<file path="src/sv/sawcl_pkg.sv">
// Shared types and constants of the set-associative cache tag lookup.
package sawcl_pkg;

  localparam int unsigned TAG_W      = 32;
  localparam int unsigned SET_IDX_W  = 8;
  localparam int unsigned WAYS_CFG_W = 4;
  localparam int unsigned OUT_WAY_W  = 3;
  localparam int unsigned PADDR_W    = 4;
  localparam int unsigned APB_DATA_W = 32;

  localparam logic OP_WRITE   = 1'b1;
  localparam logic POLICY_LRU = 1'b0;

  localparam logic [1:0] REG_POLICY = 2'd0;
  localparam logic [1:0] REG_WAYS   = 2'd1;
  localparam logic [1:0] REG_NEXT   = 2'd2;

  localparam logic                  POLICY_RST = POLICY_LRU;
  localparam logic [WAYS_CFG_W-1:0] WAYS_RST   = 4'd8;
  localparam logic                  NEXT_RST   = 1'b1;

  typedef struct packed {
    logic                 operation;
    logic [SET_IDX_W-1:0] set_index;
    logic [TAG_W-1:0]     tag;
  } item_t;

  typedef struct packed {
    logic                  replace_policy;
    logic [WAYS_CFG_W-1:0] ways_in_use;
    logic                  next_level_present;
  } cfg_t;

  typedef struct packed {
    logic                 hit;
    logic [OUT_WAY_W-1:0] way;
    logic                 victim_dirty;
    logic                 writeback_request;
    logic [TAG_W-1:0]     writeback_tag;
    logic                 fill_request;
  } result_t;

endpackage

</file>
<file path="src/sv/sawcl_regs.sv">
// APB configuration registers of the cache tag lookup.
module sawcl_regs (
  input  logic                                clk_i,
  input  logic                                rst_ni,
  input  logic                                psel,
  input  logic                                penable,
  input  logic                                pwrite,
  input  logic [sawcl_pkg::PADDR_W-1:0]       paddr,
  input  logic [sawcl_pkg::APB_DATA_W-1:0]    pwdata,
  output logic [sawcl_pkg::APB_DATA_W-1:0]    prdata,
  output logic                                pready,
  output sawcl_pkg::cfg_t                     cfg_o
);
  import sawcl_pkg::*;

  logic                  policy_q;
  logic [WAYS_CFG_W-1:0] ways_q;
  logic                  next_q;
  logic                  wr_en;
  logic [1:0]            reg_idx;

  assign pready  = 1'b1;
  assign wr_en   = psel && penable && pwrite;
  assign reg_idx = paddr[PADDR_W-1:2];

  always_ff @(posedge clk_i or negedge rst_ni) begin
    if (!rst_ni) begin
      policy_q <= POLICY_RST;
      ways_q   <= WAYS_RST;
      next_q   <= NEXT_RST;
    end else if (wr_en) begin
      case (reg_idx)
        REG_POLICY: policy_q <= pwdata[0];
        REG_WAYS:   ways_q   <= pwdata[WAYS_CFG_W-1:0];
        REG_NEXT:   next_q   <= pwdata[0];
        default: ;
      endcase
    end
  end

  always_comb begin
    case (reg_idx)
      REG_POLICY: prdata = {{(APB_DATA_W-1){1'b0}}, policy_q};
      REG_WAYS:   prdata = {{(APB_DATA_W-WAYS_CFG_W){1'b0}}, ways_q};
      REG_NEXT:   prdata = {{(APB_DATA_W-1){1'b0}}, next_q};
      default:    prdata = '0;
    endcase
  end

  assign cfg_o.replace_policy     = policy_q;
  assign cfg_o.ways_in_use        = ways_q;
  assign cfg_o.next_level_present = next_q;

endmodule

</file>
<file path="config.mk">
export PLATFORM = sky130hd
export DESIGN_NAME = sawcl_regs
export DESIGN_NICKNAME = d
export VERILOG_FILES = /design/src/sv/sawcl_pkg.sv /design/src/sv/sawcl_regs.sv
export SDC_FILE = /design/constraint.sdc
export NUM_CORES = 1
export LEC_CHECK = 0
export ABC_AREA = 1
export ABC_CLOCK_PERIOD_IN_PS = 800
export BUFFER_PORTS_ARGS = -buffer_cell sky130_fd_sc_hd__buf_2
export CORE_UTILIZATION = 27
export DETAILED_ROUTE_END_ITERATION = 7
export PLACE_DENSITY = 0.76
export SETUP_SLACK_MARGIN = 0.05
export SLEW_MARGIN = 10
export SYNTH_ARGS = -nofsm -noshare
export SYNTH_HDL_FRONTEND = slang
export SYNTH_SLANG_ARGS = --single-unit
</file>
<file path="constraint.sdc">
create_clock -name clk_i -period 0.8 [get_ports clk_i]
set_input_delay 0.16 -clock clk_i [delete_from_list [all_inputs] [get_ports clk_i]]
set_output_delay 0.16 -clock clk_i [all_outputs]
set_load 0.01 [all_outputs]
</file>
==> results_dict.tcl, run 1 <==
set metrics [dict create \
    status "finished, violations left" \
    violations "negative setup slack" \
    avgSynthCellArea_um2 7.15 \
    min_path_type "in -> reg" \
    setup_ws_ns -0.362 \
    wirelength_um 943 \
    max_freq_ghz 0.860 \
    grt_pass1_vias 346 \
    ys_types 11 \
    final_antenna_net_count 0 \
    r2r-end "next_q$_DFFE_PN1P_" \
    ys_seq_area_frac 0.267 \
    fp-row-count 16 \
    synthCells 80 \
    htree_levels 1 \
    grt_max_degree 7 \
    tritoncts "yes" \
    hold_end "ways_q[1]$_DFFE_PN0P_" \
    grt_usage 0.0971 \
    min_period_ns 1.16 \
    ios 80 \
    dp_hpwl_um 754 \
    crit_fanout 2 \
    fin_tns_setup_ns -2.46 \
    ys_seq_elements 6 \
    grt_pass1_wl_mm 1.41 \
    regToRegStartpoint "next_q$_DFFE_PN1P_" \
    setup_viol 11 \
    min_from "pwdata[1]" \
    layout_commonest_cell "conb_1" \
    regToRegSetupSlack_ns -0.05 \
    layout-drive-gt1-share 0.426 \
    rr_worst_depth 4 \
    fin_nets 151 \
    yosysWarnings 0 \
    finalHoldViolCount 0 \
    worstSetupPathType "reg -> out" \
    antenna_cells 0 \
    drc 0 \
    leakagePower_nw 0.440 \
    cts.sinks 6 \
    path_clk_slew_ns 0.04 \
    required_ns 0.64 \
    rsz0062_at_grt "true" \
    cts_buffers 3 \
    area_delta_synth_final_pct 32.4 \
    synthesis.area_um2 572 \
    hold_depth 3 \
    cap_viol_max_count 0 \
    avgViaCountPerCell 3.40 \
    firstDrtPassIters 3 \
    wl_per_cell_um 6.99 \
    overflow 0 \
    fin_crit_sh 1.45 \
    dieArea_mm2 0.00231 \
    final-max-slew-violation-count 0 \
    worstPathArrival_ns 1.00 \
    clockRootBuffer "clkbuf_4" \
    p_total_mw 1.26 \
    die_w_um 48.0 \
    ir_drop_v 0.000963 \
    core_mm2 0.00198 \
    fin_skew_ns 0 \
    start_kind "register" \
    powerDensity_mw_per_mm2 1660 \
    gp_congestion 0.756 \
    cts_max_path_buffers 2 \
    final_cell_mix "29 x conb_1, 19 x nand2_1, 14 x buf_2, 10 x buf_6, 5 x nand2_2" \
    num_vias 459 \
    io_buffers 20 \
    drt_iter0_markers 10 \
    clock_latency_ns 0.24 \
    end_kind "output port" \
    die_h_um 48.0 \
    start_util 0.289 \
    antenna_found_initial 0 \
]
cells in the mapped netlist, drive strengths merged:
cell type	instances	area [um^2]
conb	2	7.51
dfstp	2	52.6
nor2	7	41.3
buf	31	233
nand2	24	95.1
dfrtp	4	100
inv	6	22.5
nand3	4	20.0
stage by stage:
stage	setup slack [ns]	utilization	instance area, um^2	hold WS (ns)	cells
2_1_floorplan	-0.0451	-	694	-0.136	107
3_3_place_gp	-0.133	0.320	634	-0.0122	127
3_5_place_dp	-0.123	0.320	634	-0.00730	127
4_1_cts	-0.368	0.369	731	0.101	134
5_1_grt	-0.401	0.382	757	0.122	135
6_report	-0.362	0.382	757	0.118	135
worst max-delay path: stages (launching register included):
cell and delay (ns):
dfstp_2 0.54, inv_2 0.04, nor2_4 0.08, buf_6 0.10
kinds of logic after synthesis:
group         after synthesis  share of synthesized area
flops                       6                      0.267
other cells                 2                     0.0131
simple gates               35                      0.274
buf+inv                    37                      0.446
worst max-delay path by stage:
stage	startpoint	endpoint	slack, ns	cells past startpoint
detailed placement	paddr[3]	prdata[3]	-0.12	6
global placement	paddr[3]	prdata[3]	-0.13	6
CTS	ways_q[3]$_DFFE_PN1P_	prdata[3]	-0.37	3
finish	ways_q[3]$_DFFE_PN1P_	prdata[3]	-0.36	3
floorplan	ways_q[3]$_DFFE_PN1P_	prdata[3]	-0.05	2
global route	ways_q[3]$_DFFE_PN1P_	prdata[3]	-0.40	3
area by class of cell:
type / instances / area, um^2
tap: 27 / 33.8
fill: 202 / 1220
timing repair buffer: 29 / 235
inverter: 6 / 22.5
clock buffer: 3 / 22.5
sequential: 6 / 153
multi-input combinational: 64 / 290
sequential cells by signal (all words and copies together) (netlist names):
| name | flops |
|---|---|
| policy_q | 1 |
| ways_q | 4 |
| next_q | 1 |
per-layer routing:
metal	GRT usage	up-vias	wire length, um
met5	0	-	0
met4	0.0333	0	0
met3	0.0717	0	92
met2	0.157	32	464
met1	0.0971	194	385
li1	-	233	-
what timing repair did:
action / in CTS / in global routing
setup buffers: 3 / 1
hold buffers: 1 / 0
hold endpoints to repair: 6 / 0
pin swaps: 2 / 3
gates resized for setup: 8 / 5
setup endpoints to repair: 10 / 12
report_power, final:
group | total (mW) | internal (mW) | switching, mW
clock | 0.272 | 0.169 | 0.102
combinational | 0.554 | 0.287 | 0.267
sequential | 0.433 | 0.383 | 0.0505
total | 1.26 | 0.839 | 0.420
Note: power is estimated with default switching activity, not from simulation.
==> run 2: changes to the inputs <==
CELL_PAD_IN_SITES_DETAIL_PLACEMENT = 0   (was unset)
CELL_PAD_IN_SITES_GLOBAL_PLACEMENT = 2   (was unset)
CORE_UTILIZATION = 11   (was 27)
PLACE_DENSITY = 0.74   (was 0.76)
==> results_dict.tcl, run 2 (synthesis gave the netlist of run 1 again) <==
set metrics [dict create \
    fin_nets 154 \
    worstSetupPathType "reg -> out" \
    largestRegisters "ways_q (4), next_q (1), policy_q (1)" \
    use_met1 0.0432 \
    min_path_type "in -> reg" \
    regToRegStartpoint "ways_q[0]$_DFFE_PN0P_" \
    regToRegSetupSlack_ns 0 \
    dieArea_mm2 0.00549 \
    fillers 558 \
    max_freq_ghz 0.870 \
    final_cells 178 \
    ir_drop_v 0.000319 \
    min_from "pwdata[3]" \
    final-max-slew-violation-count 0 \
    wirelength_mm 1.09 \
    fp-row-count 25 \
    fin_crit_sh 1.44 \
    io_buffers 20 \
    dp_hpwl_um 953 \
    gp_congestion 0.643 \
    final_antenna_net_count 0 \
    avgViaCountPerCell 2.61 \
    grt_usage 0.0365 \
    ios 80 \
    antenna_cells 0 \
    firstDrtPassIters 2 \
    seq_area_um2 153 \
    dpl_cell_area_um2 679 \
    largest_register "ways_q" \
    cts.sinks 6 \
    fin_skew_ns 0 \
    leakagePower_nw 0.465 \
    required_ns 0.64 \
    clockRootBuffer "clkbuf_8" \
    rr_worst_depth 4 \
    grt_pass1_vias 331 \
    finalHoldViolCount 0 \
    grt-busiest-layer "met2" \
    area_delta_synth_final_pct 49.9 \
    min_period_ns 1.15 \
    layout_commonest_cell "conb_1" \
    largest_reg_flops 4 \
    use_met2 0.0556 \
    hold_end "ways_q[3]$_DFFE_PN1P_" \
    grt_max_degree 7 \
    drt_iter0_markers 5 \
    rsz0062_at_grt "true" \
    cts_max_path_buffers 2 \
    multi_input_area_um2 298 \
    path_clk_slew_ns 0.03 \
    htree_levels 1 \
    dp_cells 168 \
    violations "negative setup slack" \
    num_vias 465 \
    die_w_um 74.1 \
    r2r-end "ways_q[0]$_DFFE_PN0P_" \
    end_kind "output port" \
    cap_viol_max_count 0 \
    setup_ws_ns -0.350 \
    powerDensity_mw_per_mm2 1760 \
    setup_viol 11 \
    cts_buffers 3 \
    crit_fanout 3 \
    start_kind "register" \
    fin_area_um2 857 \
    start_util 0.118 \
    tritoncts "yes" \
    die_h_um 74.1 \
    final_cell_mix "29 x conb_1, 18 x nand2_1, 13 x buf_2, 13 x buf_6" \
    grt_pass1_wl_mm 1.44 \
    clock_latency_ns 0.22 \
    wl_per_cell_um 6.15 \
    antenna_found_initial 0 \
    drc 0 \
    overflow 0 \
    hold_depth 3 \
    status "finished, violations left" \
    core_mm2 0.00485 \
    groute.layer.met3.usage 0.00813 \
    layout-drive-gt1-share 0.459 \
    worstPathArrival_ns 0.99 \
]
==> run 2: cell types whose count changed in the layout (fill, tap and decap cells not counted), sizes merged <==
cell,delta
buf,+3
==> run 2: what timing repair did <==
| item | in CTS | in global routing |
|---|---|---|
| setup endpoints to repair | 10 | 15 |
| resized for setup | 9 | 10 |
| hold buffers | 1 | 0 |
| hold endpoints to repair | 6 | 0 |
| setup buffers | 3 | 3 |
| pin swaps | 3 | 2 |
==> run 2: report_power, final <==
part / internal, mW / leakage (nW) / switching, mW / total (mW)
Combinational: 0.345 / 0.371 / 0.287 / 0.631
Sequential: 0.384 / 0.0717 / 0.0495 / 0.433
Clock: 0.322 / 0.0216 / 0.119 / 0.441
Total: 1.05 / 0.465 / 0.455 / 1.51
==> run 2: per-stage QoR <==
step	utilization	setup slack [ns]	power [mW]	TNS (ns)	hold slack, ns
after global routing	0.177	-0.382	1.61	-2.64	0.150
after global placement	0.140	-0.151	0.827	-0.955	-0.00837
final	0.177	-0.350	1.51	-2.29	0.137
after CTS	0.164	-0.355	1.40	-2.26	0.135
after floorplan	-	-0.0451	0.787	-0.0670	-0.136
after detailed placement	0.140	-0.155	0.829	-1.01	-0.00751
==> run 2: layer usage <==
metal | vias to the layer above | wire length, um
li1 | 238 | -
met1 | 194 | 451
met2 | 29 | 513
met3 | 4 | 95
met4 | 0 | 32
met5 | - | 0
==> run 2: area by class of cell <==
class / instances / share of cell area
clock buffers: 3 / 0.0482
inverters: 6 / 0.0263
multi-input cells: 64 / 0.347
flip-flops and latches: 6 / 0.178
well taps: 67 / 0.0978
repair buffers: 32 / 0.302
==> run 2: how the worst max path moves through the flow <==
stage | start | end | slack [ns]
floorplan | ways_q[3]$_DFFE_PN1P_ | prdata[3] | -0.05
global placement | paddr[3] | prdata[0] | -0.15
detailed placement | paddr[3] | ways_q[2]$_DFFE_PN0P_ | -0.16
CTS | next_q$_DFFE_PN1P_ | prdata[0] | -0.36
global route | next_q$_DFFE_PN1P_ | prdata[0] | -0.38
finish | ways_q[3]$_DFFE_PN1P_ | prdata[3] | -0.35
==> run 2: critical path, stage by stage, from the launching register on <==
cell	delay (ns)
dfstp_2	0.55
inv_2	0.05
nor2_4	0.07
buf_6	0.10
