==> src/sv/sawcl_pkg.sv <==
// Shared types and constants of the set-associative cache tag lookup.
package sawcl_pkg;

  localparam int unsigned TAG_W      = 32;
  localparam int unsigned SET_IDX_W  = 8;
  localparam int unsigned WAYS_CFG_W = 4;
  localparam int unsigned OUT_WAY_W  = 3;
  localparam int unsigned PADDR_W    = 4;
  localparam int unsigned APB_DATA_W = 32;

  localparam logic OP_WRITE   = 1'b1;
  localparam logic POLICY_LRU = 1'b0;

  localparam logic [1:0] REG_POLICY = 2'd0;
  localparam logic [1:0] REG_WAYS   = 2'd1;
  localparam logic [1:0] REG_NEXT   = 2'd2;

  localparam logic                  POLICY_RST = POLICY_LRU;
  localparam logic [WAYS_CFG_W-1:0] WAYS_RST   = 4'd8;
  localparam logic                  NEXT_RST   = 1'b1;

  typedef struct packed {
    logic                 operation;
    logic [SET_IDX_W-1:0] set_index;
    logic [TAG_W-1:0]     tag;
  } item_t;

  typedef struct packed {
    logic                  replace_policy;
    logic [WAYS_CFG_W-1:0] ways_in_use;
    logic                  next_level_present;
  } cfg_t;

  typedef struct packed {
    logic                 hit;
    logic [OUT_WAY_W-1:0] way;
    logic                 victim_dirty;
    logic                 writeback_request;
    logic [TAG_W-1:0]     writeback_tag;
    logic                 fill_request;
  } result_t;

endpackage

==> src/sv/sawcl_front.sv <==
// Front end: accepts access items, wraps the set index and queues them.
module sawcl_front #(
  parameter int unsigned SETS = 256
) (
  input  logic                                clk_i,
  input  logic                                rst_ni,
  input  logic                                clearing_i,
  input  logic                                in_valid_i,
  output logic                                in_ready_o,
  input  logic                                operation_i,
  input  logic [sawcl_pkg::SET_IDX_W-1:0]     set_index_i,
  input  logic [sawcl_pkg::TAG_W-1:0]         tag_i,
  output logic                                q_valid_o,
  input  logic                                q_pop_i,
  output sawcl_pkg::item_t                    q_item_o
);
  import sawcl_pkg::*;

  localparam int unsigned NIDX = 2 ** SET_IDX_W;

  logic [SET_IDX_W-1:0] wrap_tab [NIDX];
  item_t                ent_q [2];
  logic                 wr_ptr_q, rd_ptr_q;
  logic [1:0]           cnt_q, cnt_d;
  logic                 push, pop;
  item_t                new_item;

  // set index modulo SETS, folded into a constant table
  for (genvar g = 0; g < NIDX; g++) begin : g_wrap
    assign wrap_tab[g] = SET_IDX_W'(g % SETS);
  end

  assign new_item.operation = operation_i;
  assign new_item.set_index = wrap_tab[set_index_i];
  assign new_item.tag       = tag_i;

  assign in_ready_o = (cnt_q != 2'd2) && !clearing_i;
  assign push       = in_valid_i && in_ready_o;
  assign q_valid_o  = (cnt_q != 2'd0);
  assign pop        = q_pop_i && q_valid_o;
  assign q_item_o   = ent_q[rd_ptr_q];
  assign cnt_d      = cnt_q + 2'(push) - 2'(pop);

  always_ff @(posedge clk_i or negedge rst_ni) begin
    if (!rst_ni) begin
      wr_ptr_q <= 1'b0;
      rd_ptr_q <= 1'b0;
      cnt_q    <= 2'd0;
    end else begin
      if (push) begin
        wr_ptr_q <= !wr_ptr_q;
      end
      if (pop) begin
        rd_ptr_q <= !rd_ptr_q;
      end
      cnt_q <= cnt_d;
    end
  end

  always_ff @(posedge clk_i) begin
    if (push) begin
      ent_q[wr_ptr_q] <= new_item;
    end
  end

endmodule

==> config.mk <==
export PLATFORM = sky130hd
export DESIGN_NAME = sawcl_front
export DESIGN_NICKNAME = d
export VERILOG_FILES = /design/src/sv/sawcl_pkg.sv /design/src/sv/sawcl_front.sv
export SDC_FILE = /design/constraint.sdc
export NUM_CORES = 1
export LEC_CHECK = 0
export BUFFER_PORTS_ARGS = -buffer_cell sky130_fd_sc_hd__clkbuf_2
export CAP_MARGIN = 20
export CORE_MARGIN = 10
export CORE_UTILIZATION = 46
export DETAILED_ROUTE_END_ITERATION = 10
export GPL_TIMING_DRIVEN = 0
export PLACE_DENSITY = 0.74
export SETUP_SLACK_MARGIN = 0.4
export SYNTH_ARGS = -nofsm -noshare
export SYNTH_HDL_FRONTEND = slang
export SYNTH_SLANG_ARGS = --single-unit
==> constraint.sdc <==
create_clock -name clk_i -period 2.7 [get_ports clk_i]
set_input_delay 0 -clock clk_i [delete_from_list [all_inputs] [get_ports clk_i]]
set_output_delay 0 -clock clk_i [all_outputs]
set_load 0.1 [all_outputs]
==> results.txt, run 1 <==
Max Transition Viols Final: 0
Ys async rst share: 4.65%
Final setup vio count: 0
Pre-CTS WS: 0.772 ns
CP cell instances: inv_1, a211o_1, nor2_4, buf_12
Worst slew pin tran: 0.563 ns
H-tree depth: 3
Starting density of the core: 47.1%
CTS tree: built
Slowest CP cell: nor2_4
Critical Path RT: 2.76 ns
Maximum clock path buffer count: 2
Critical Path Sink Type: flip-flop
DRC Markers: 0
Final hold viol count: 0
Seq cells post-synth: 86
Vias in the first global route: 2065
Grt total ovfl: 0
Seq/Total Area, Yosys: 80.1%
GRT Total Usage: 13.0%
Commonest non-fill, non-tap cells in the layout: clkbuf_2 (88), edfxtp_1 (82), dlygate4sd3_1 (44), mux2_2 (38), clkbuf_8 (9)
Worst Path Max Fanout: 26
Largest net degree at the start of global routing: 27
Synthesized instance count: 148
Final Cycle Share: 71.6%
Total Wirelength: 6550 um
Fin Clk Skew: 0.0107 ns
Core ar.: 6790 um2
DP HPWL: 4290 um
Worst Setup Path Type: flip-flop to flip-flop
Main flop type after synthesis: edfxtp_1
EDFF count, synth: 82
Sink Count: 86
Period minus WS final: 1.93 ns
HP Class: primary input to flip-flop
Clk slew on worst S/H paths: 0.08 ns
Synthesis Warnings: 0
Vias: 1791
Antenna violation net count after detailed routing: 0
RSZ-0062 raised after global routing: false
First-pass DRT Iterations: 4
CTS Buf Count: 9
Die W: 103 um
WL/cell: 16.6 um
Worst EP arrival: 1.99 ns
Status: finished, final reports clean
Port Buffer Count: 88
Antenna violations before repair: 0
Avg Cell Area, Syn: 21.6 um2
Final WS setup: 0.768 ns
Netlist Area Pre-Place: 3200 um2
1st-iter DRT viols: 43
Distinct cells, synth: 15
Layout cells sized above 1: 51.7%
Crit-path max cell delay: 0.47 ns
Post-Syn Nets: 196
Diode count: 0
Commonest non-fill, non-tap cell in the layout: clkbuf_2
Syn-to-layout area delta: 40.6%
Root Buffer: clkbuf_8
Design area: 4500 um2
Die area: 10700 um2
Worst rel slew slack: 62.7%
Cell area after placement: 3810 um2
Row cnt: 30
Die Height: 103 um
Total of max-cap violations: 0
First-pass GRT wire length: 10300 um
IO Pins: 89
Fmax: 518 MHz
GPL Wtd Cong: 0.708
Final nets: 341
Post-DR vias/cell: 4.55
Crit path launch type: flip-flop
Worst skew pair latency: 0.36 ns
-- synth_stat cells, types with 2 or more instances --
cell type	number	area (um2)
mux2_2	38	428
inv_1	4	15.0
ha_1	2	25.0
xnor2_1	3	26.3
dfrtp_1	4	100
buf_6	5	56.3
edfxtp_1	82	2460
nor2_1	2	7.51
mux2_4	2	30.0
-- per-stage QoR --
step	setup TNS [ns]	std cells	hold WS, ns	util [%]
after floorplan	-17.27	148	-0.296	-
after global placement	-99.29	332	-0.189	55.3
after detailed placement	0	334	-0.181	56.2
after CTS	0	394	0.149	66.2
after global routing	0	394	0.198	66.2
final	0	394	0.179	66.2
-- worst paths after layout --
kind,from,to,slack (ns),cells past startpoint
setup / recovery,cnt_q[0],ent_q[0][19],0.77,4
hold / removal,clearing_i,wr_ptr_q,0.18,3
setup reg to reg,cnt_q[0],ent_q[0][19],0.77,4
hold reg to reg,wr_ptr_q,wr_ptr_q,0.56,1
max in group asynchronous,rst_ni,rd_ptr_q,1.98,3
min in group asynchronous,rst_ni,wr_ptr_q,0.55,3
-- critical path, delay by kind of cell, from the launching register on --
family                 cells  cell delay, ns
AND/OR/NAND/NOR            1            0.47
AO/OA/AOI/OAI              1            0.42
buffers and inverters      2            0.34
flip-flops                 1            0.39
-- registers in the layout (all words and copies together) (netlist names) --
name,cells
rd_ptr_q,1
wr_ptr_q,1
ent_q,82
cnt_q,2
-- per-layer routing --
metal | track usage, % | routed length [um] | vias up
met5 | 0 | 0 | -
met4 | 6.74 | 108 | 0
met3 | 4.72 | 451 | 11
met2 | 22.5 | 3550 | 56
met1 | 13.7 | 2440 | 861
li1 | - | - | 863
-- area by class of cell --
| cell class | count | area, um2 |
|---|---|---|
| Timing Repair Buffer | 134 | 921 |
| Sequential cell | 86 | 2560 |
| Inverter | 4 | 15.0 |
| Buffer | 5 | 56.3 |
| Tap cell | 96 | 120 |
| Fill cell | 498 | 2290 |
| Multi-Input combinational cell | 53 | 581 |
| Clock buffer | 9 | 124 |
| Clock inverter | 7 | 120 |
-- kinds of logic (layout without fill, tap and decap cells) --
group,Yosys count,in the layout,share of synthesized area (%)
buffers and inverters,9,159,2.23
adders and majority gates,2,2,0.782
and+or+nand+nor,4,4,0.704
AOI/OAI and AO/OA,2,2,0.430
muxes,41,41,14.7
xor gates and xnor gates,4,4,1.10
DFF,86,86,80.1
-- repair_timing --
action                     CTS  global route
hold endpoints to repair    87             0
gates resized for setup      0             0
buffers inserted             0             0
setup endpoints to repair    0             0
hold buffers                44             0
Power of run 1 is left out: the tool's default activity adds up to more than one toggle a clock period on the data nets, which glitch-free logic cannot reach.
==> run 2, diff against run 1 <==
--- a/config.mk
+++ b/config.mk
@@ -5,13 +5,14 @@
 export SDC_FILE = /design/constraint.sdc
 export NUM_CORES = 1
 export LEC_CHECK = 0
+export ABC_AREA = 1
 export BUFFER_PORTS_ARGS = -buffer_cell sky130_fd_sc_hd__clkbuf_2
 export CAP_MARGIN = 20
 export CORE_MARGIN = 10
-export CORE_UTILIZATION = 46
+export CORE_UTILIZATION = 47
 export DETAILED_ROUTE_END_ITERATION = 10
 export GPL_TIMING_DRIVEN = 0
-export PLACE_DENSITY = 0.74
+export PLACE_DENSITY = 0.76
 export SETUP_SLACK_MARGIN = 0.4
 export SYNTH_ARGS = -nofsm -noshare
 export SYNTH_HDL_FRONTEND = slang
==> constraint.sdc (replaced) <==
create_clock -name clk_i -period 1.6 [get_ports clk_i]
set_input_delay 0 -clock clk_i [delete_from_list [all_inputs] [get_ports clk_i]]
set_output_delay 0 -clock clk_i [all_outputs]
set_load 0.1 [all_outputs]
==> results.txt, run 2 <==
Total Wirelength: 12100 um (+84%)
Ys async rst share: 4.65% (unchanged)
IO Pins: 89 (unchanged)
GRT Total Usage: 19.8% (+6.7 points)
Worst slew pin tran: 0.220 ns (-0.342 ns)
Vias: 2707 (+51%)
Cell total after placement: 433 (+30%)
Fin Clk Skew: 0.00665 ns (-0.00400 ns)
LEAKAGE: 2.60 nW
Slowest CP cell: dfrtp_1
Final Core Density: 90.8% (+25 points)
Final nets: 475 (+39%)
Worst Path Max Fanout: 3 (-88%)
Final hold viol count: 0 (unchanged)
Root Buffer: clkbuf_8
Die W: 104 um (+0.24%)
Die Height: 104 um (+0.24%)
DRC Markers: 0 (unchanged)
Biggest regs: ent_q: 82 flops, cnt_q: 2 flops
Most area-consuming cells after synthesis: edfxtp_1 (75%), nand2_1 (14%), dfrtp_1 (3.0%)
Grt total ovfl: 0 (unchanged)
Crit-path leading delay family: flip-flops
Cell taking the most area after synthesis: edfxtp_1
Commonest non-fill, non-tap cells in the layout: edfxtp_1 (82), nand2_1 (72), nand2_2 (48), clkbuf_16 (45), clkbuf_2 (45)
Main flop type after synthesis: edfxtp_1
Sink Count: 86 (unchanged)
Post-Syn Nets: 296 (+51%)
CTS Buf Count: 9 (unchanged)
Count leader, synth: nand2_1
Seq/Total Area, Yosys: 77.9% (-2.2 points)
Crit path launch type: flip-flop
Final setup vio count: 0 (unchanged)
Largest Register: ent_q
CTS tree: built
H-tree depth: 3 (unchanged)
Syn-to-layout area delta: 87.5%
Synthesized instance count: 248 (+68%)
WL/cell: 22.9 um (+38%)
Core ar.: 6790 um2 (unchanged)
Distinct cells, synth: 14 (-1)
Starting density of the core: 48.4% (+1.3 points)
Maximum clock path buffer count: 2 (unchanged)
Worst path bufs/invs: 5 (+3)
GPL Wtd Cong: 0.690 (-2.5%)
Post-DR vias/cell: 5.13 (+13%)
Layout cells sized above 1: 51.9% (+0.17 points)
Diode count: 0 (unchanged)
Area of the multi-input gates: 848 um2 (+46%)
RSZ-0062 raised after global routing: true
Critical Path Sink Type: flip-flop
Setup tns final: 0 ns (unchanged)
Worst rel slew slack: 85.3% (+23 points)
Power density cells: 2200 nW/um2
Cell mode on critical path: inv_2
First-pass GRT wire length: 16500 um (+60%)
DP HPWL: 4680 um (+9.3%)
EDFF count, synth: 82 (unchanged)
Row cnt: 30 (unchanged)
Worst Setup Path Type: flip-flop to flip-flop
Period minus WS final: 1.54 ns (-0.391 ns)
HP Class: primary input to flip-flop
Final Cycle Share: 96.4% (+25 points)
Vias in the first global route: 2937 (+42%)
Die area: 10700 um2 (+0.47%)
Port Buffer Count: 88 (unchanged)
1st-iter DRT viols: 157 (+270%)
Synthesis Warnings: 0 (unchanged)
Largest net degree at the start of global routing: 14 (-48%)
Worst skew pair latency: 0.36 ns (about the same)
Total of max-cap violations: 0 (unchanged)
Seq cells post-synth: 86 (unchanged)
Worst EP arrival: 1.79 ns (-0.20 ns)
Commonest non-fill, non-tap cell in the layout: edfxtp_1
Crit-path max cell delay: 0.42 ns (-0.05 ns)
Antenna violations before repair: 0 (unchanged)
CP cell instances: inv_2, buf_12, nand2_4, nand2_2, inv_2, ha_4, inv_2, ha_4, inv_2, nand2_1, nand2_1
Register Area: 2560 um2 (about the same)
Top post-synthesis cells by count: nand2_1 (125), edfxtp_1 (82), nand2_2 (10)
First-pass DRT Iterations: 4 (unchanged)
Antenna violation net count after detailed routing: 0 (unchanged)
Share of the synthesized area in the top cell type: 74.9% (-2.1 points)
Peak VDD IR: 1.65 mV
Avg Cell Area, Syn: 13.3 um2 (-39%)
Max Transition Viols Final: 0 (unchanged)
Max reg flops: 82 (unchanged)
Fmax: 649 MHz (+25%)
R2R setup slack: 0.06 ns (-0.71 ns)
Status: finished, final reports clean
Fillers: 242 (-51%)
Critical Path RT: 1.85 ns (-0.91 ns)
Netlist Area Pre-Place: 3290 um2 (+2.8%)
Fin cells: 528 (+34%)
Clk slew on worst S/H paths: 0.08 ns (about the same)
run 2: per-stage QoR:
step | cell area (um2) | power [mW] | setup WS [ns] | hold WS, ns
6_report | 6170 | 13.6 | 0.0584 | 0.194
5_1_grt | 6170 | 13.9 | 0.0302 | 0.223
4_1_cts | 5880 | 12.7 | 0.149 | 0.0772
3_5_place_dp | 4010 | 8.84 | -0.476 | -0.182
3_3_place_gp | 3980 | 8.74 | -0.400 | -0.187
2_1_floorplan | 3420 | 7.96 | -0.0489 | -0.296
run 2: worst paths after layout:
check,from,to,cells after the start
setup reg to reg,cnt_q[0],cnt_q[1],11
hold / removal,in_valid_i,wr_ptr_q,4
setup / recovery,cnt_q[0],cnt_q[1],11
hold reg to reg,wr_ptr_q,wr_ptr_q,2
max in group asynchronous,rst_ni,cnt_q[1],3
min in group asynchronous,rst_ni,rd_ptr_q,3
run 2: worst reg2reg max path, cell delays in order, from the launching register on:
cell	delay, ns
dfrtp_1	0.42
inv_2	0.14
buf_12	0.12
nand2_4	0.05
nand2_2	0.07
inv_2	0.05
ha_4	0.23
inv_2	0.07
ha_4	0.14
inv_2	0.04
nand2_1	0.05
nand2_1	0.06
run 2: cell type report:
class / count / area share (%)
Buffer: 9 / 1.85
Clock buffer: 11 / 2.13
Clock inverter: 5 / 0.426
Inverter: 10 / 0.873
Multi-Input combinational cell: 143 / 13.8
Sequential cell: 86 / 41.6
Tap cell: 96 / 1.95
Timing Repair Buffer: 165 / 37.1
Timing Repair inverter: 3 / 0.365
run 2: cells by family after synthesis:
group	Yosys count	synth area share [%]
and+or+nand+nor	140	16.9
AOI/OAI and AO/OA	1	0.152
DFF	86	77.9
buffers and inverters	19	4.22
adders and majority gates	2	0.761
run 2: per-layer routing:
metal	GRT usage, %	routed length [um]
met1	21.0	4160
met3	6.38	985
met4	8.67	301
met2	35.0	6630
met5	0	0
run 2: power breakdown:
group / switching, mW / total, mW / leakage (nW) / internal, mW
Clock: 0.773 / 1.33 / 0.0805 / 0.553
Combinational: 5.78 / 9.27 / 1.72 / 3.49
Sequential: 0.146 / 2.96 / 0.797 / 2.81
run 2: repair_timing:
item                       in CTS  in global routing
gates cloned                    8                  3
hold endpoints to repair       87                  0
setup buffers                  20                  4
resized for setup             159                 41
hold buffers                   44                  0
pin swaps                       8                  7
setup endpoints to repair     127                127
Power figures use the tool's default switching activity.
==> run 3, diff against run 2 <==
--- a/config.mk
+++ b/config.mk
@@ -5,14 +5,13 @@
 export SDC_FILE = /design/constraint.sdc
 export NUM_CORES = 1
 export LEC_CHECK = 0
-export ABC_AREA = 1
 export BUFFER_PORTS_ARGS = -buffer_cell sky130_fd_sc_hd__clkbuf_2
 export CAP_MARGIN = 20
 export CORE_MARGIN = 10
-export CORE_UTILIZATION = 47
+export CORE_UTILIZATION = 46
 export DETAILED_ROUTE_END_ITERATION = 10
 export GPL_TIMING_DRIVEN = 0
-export PLACE_DENSITY = 0.76
+export PLACE_DENSITY = 0.74
 export SETUP_SLACK_MARGIN = 0.4
 export SYNTH_ARGS = -nofsm -noshare
 export SYNTH_HDL_FRONTEND = slang
==> results.txt, run 3 (synthesized netlist as in run 1, its figures left out) <==
RSZ-0062 raised after global routing: true
Maximum clock path buffer count: 2 (unchanged)
Total of max-cap violations: 0 (unchanged)
Pre-CTS WS: -0.363 ns (+0.113 ns)
Final hold viol count: 0 (unchanged)
Peak VDD IR: 1.55 mV (-5.7%)
Met2 GRT Util: 31.6% (-3.3 points)
Sink Count: 86 (unchanged)
Grt total ovfl: 0 (unchanged)
Vias: 2047 (-24%)
Antenna violations before repair: 1 (+1)
Period minus WS final: 1.65 ns (+0.110 ns)
Worst rel slew slack: 77.7% (-7.5 points)
Final WS setup: -0.0515 ns (-0.110 ns)
Fillers: 253 (+4.5%)
Biggest regs: ent_q: 82 flops, cnt_q: 2 flops
LEAKAGE: 2.50 nW (-3.9%)
Worst Path Max Fanout: 21 (+18)
WL/cell: 22.9 um (+0.27%)
Final Power: 12.6 mW (-7.4%)
DP HPWL: 4180 um (-11%)
Max reg flops: 82 (unchanged)
Die area: 10700 um2 (-0.47%)
Worst slew pin tran: 0.334 ns (+0.114 ns)
Final Cycle Share: 103% (+6.9 points)
GR Layer Usage met3: 6.25% (-0.14 points)
CTS tree: built
Vias in the first global route: 2261 (-23%)
Fin Clk Skew: 0.0100 ns (+0.00335 ns)
Hold_sp: q_pop_i
R2R Path Start: cnt_q[0]
Worst skew pair latency: 0.35 ns (about the same)
Post-DR vias/cell: 4.79 (-6.5%)
Worst Setup Path Type: flip-flop to flip-flop
Die W: 103 um (-0.24%)
Failing checks: negative setup slack
Layout cells sized above 1: 59.7% (+7.8 points)
Commonest non-fill, non-tap cell in the layout: edfxtp_1
Total Wirelength: 9800 um (-19%)
Die Height: 103 um (-0.24%)
Row cnt: 30 (unchanged)
Starting density of the core: 47.1% (-1.3 points)
Clk slew on worst S/H paths: 0.08 ns (about the same)
Met1 usage: 17.9% (-3.1 points)
Syn-to-layout area delta: 89.2%
Crit path launch type: flip-flop
DRC Markers: 0 (unchanged)
IO Pins: 89 (unchanged)
CP Launch Point: cnt_q[0]
First-pass GRT wire length: 13100 um (-21%)
Final nets: 373 (-21%)
First-pass DRT Iterations: 4 (unchanged)
Port Buffer Count: 88 (unchanged)
Fmax: 606 MHz (-6.7%)
HP Class: primary input to flip-flop
1st-iter DRT viols: 90 (-43%)
GPL Wtd Cong: 0.650 (-5.9%)
Root Buffer: clkbuf_8
Power density cells: 2070 nW/um2 (-5.7%)
Commonest non-fill, non-tap cells in the layout: edfxtp_1 (82), clkbuf_16 (48), clkbuf_2 (45), dlygate4sd3_1 (43), mux2_4 (41)
R2R setup slack: -0.05 ns (-0.11 ns)
Critical Path RT: 1.66 ns (-0.19 ns)
Max Transition Viols Final: 0 (unchanged)
Largest net degree at the start of global routing: 22 (+8)
H-tree depth: 3 (unchanged)
Status: finished with violations
Critical Path Sink Type: flip-flop
Gr busiest metal: met2
CTS Buf Count: 9 (unchanged)
GRT Total Usage: 17.2% (-2.6 points)
Worst EP arrival: 1.71 ns (-0.08 ns)
Largest Register: ent_q
Core ar.: 6790 um2 (unchanged)
Antenna violation net count after detailed routing: 0 (unchanged)
Final setup vio count: 79 (+79)
## run 3: where the power goes
part,switching [mW],total (mW),internal (mW)
clock network,0.805,1.69,0.884
registers,0.157,2.97,2.82
logic,4.36,7.89,3.53
## run 3: repair_timing
| item | CTS | global route |
|---|---|---|
| hold endpoints to repair | 86 | 0 |
| setup endpoints to repair | 127 | 129 |
| pin swaps | 6 | 3 |
| gates cloned | 4 | 6 |
| hold buffers | 43 | 0 |
| gates resized for setup | 187 | 9 |
| buffers inserted | 18 | 5 |
## run 3: cell type report
cell class	count	area (um2)	share of cell area, %
sequential	86	2560	42.3
timing repair buffer	164	2240	37.0
multi-input combinational	55	797	13.2
clock buffer	9	124	2.05
tap	96	120	1.98
clock inverter	7	97.6	1.61
buffer	5	95.1	1.57
inverter	4	15.0	0.248
antenna	1	2.50	0.0413
## run 3: through the flow
| step | area [um2] | util, % | hold slack [ns] | TNS (ns) | std cells |
|---|---|---|---|---|---|
| global route | 6050 | 89.1 | 0.0554 | -7.12 | 427 |
| global placement | 3790 | 55.8 | -0.187 | -47.53 | 332 |
| detailed placement | 3840 | 56.6 | -0.186 | -21.90 | 334 |
| floorplan | 3230 | - | -0.296 | -18.19 | 148 |
| finish | 6050 | 89.1 | 0.0640 | -2.12 | 427 |
| CTS | 5830 | 85.8 | 0.0492 | -1.93 | 415 |
## run 3: layer usage
| layer | up-vias | wire length [um] | part of all wire (%) |
|---|---|---|---|
| li1 | 939 | - | - |
| met2 | 84 | 5340 | 54 |
| met4 | 0 | 128 | 1.3 |
| met1 | 1013 | 3610 | 37 |
| met3 | 11 | 720 | 7.3 |
| met5 | - | 0 | 0 |
## run 3: final timing paths
kind	to	cells after the start
max in group asynchronous	cnt_q[1]	3
min in group asynchronous	cnt_q[1]	3
worst min-delay path	rd_ptr_q	4
worst min register to register	cnt_q[1]	2
worst max register to register	ent_q[0][30]	5
worst max-delay path	ent_q[0][30]	5
## run 3: critical path: stages, from the launching register on
cell	delay [ns]
dfrtp_1	0.40
inv_2	0.07
a211o_4	0.36
buf_4	0.16
nor2_4	0.18
buf_16	0.20
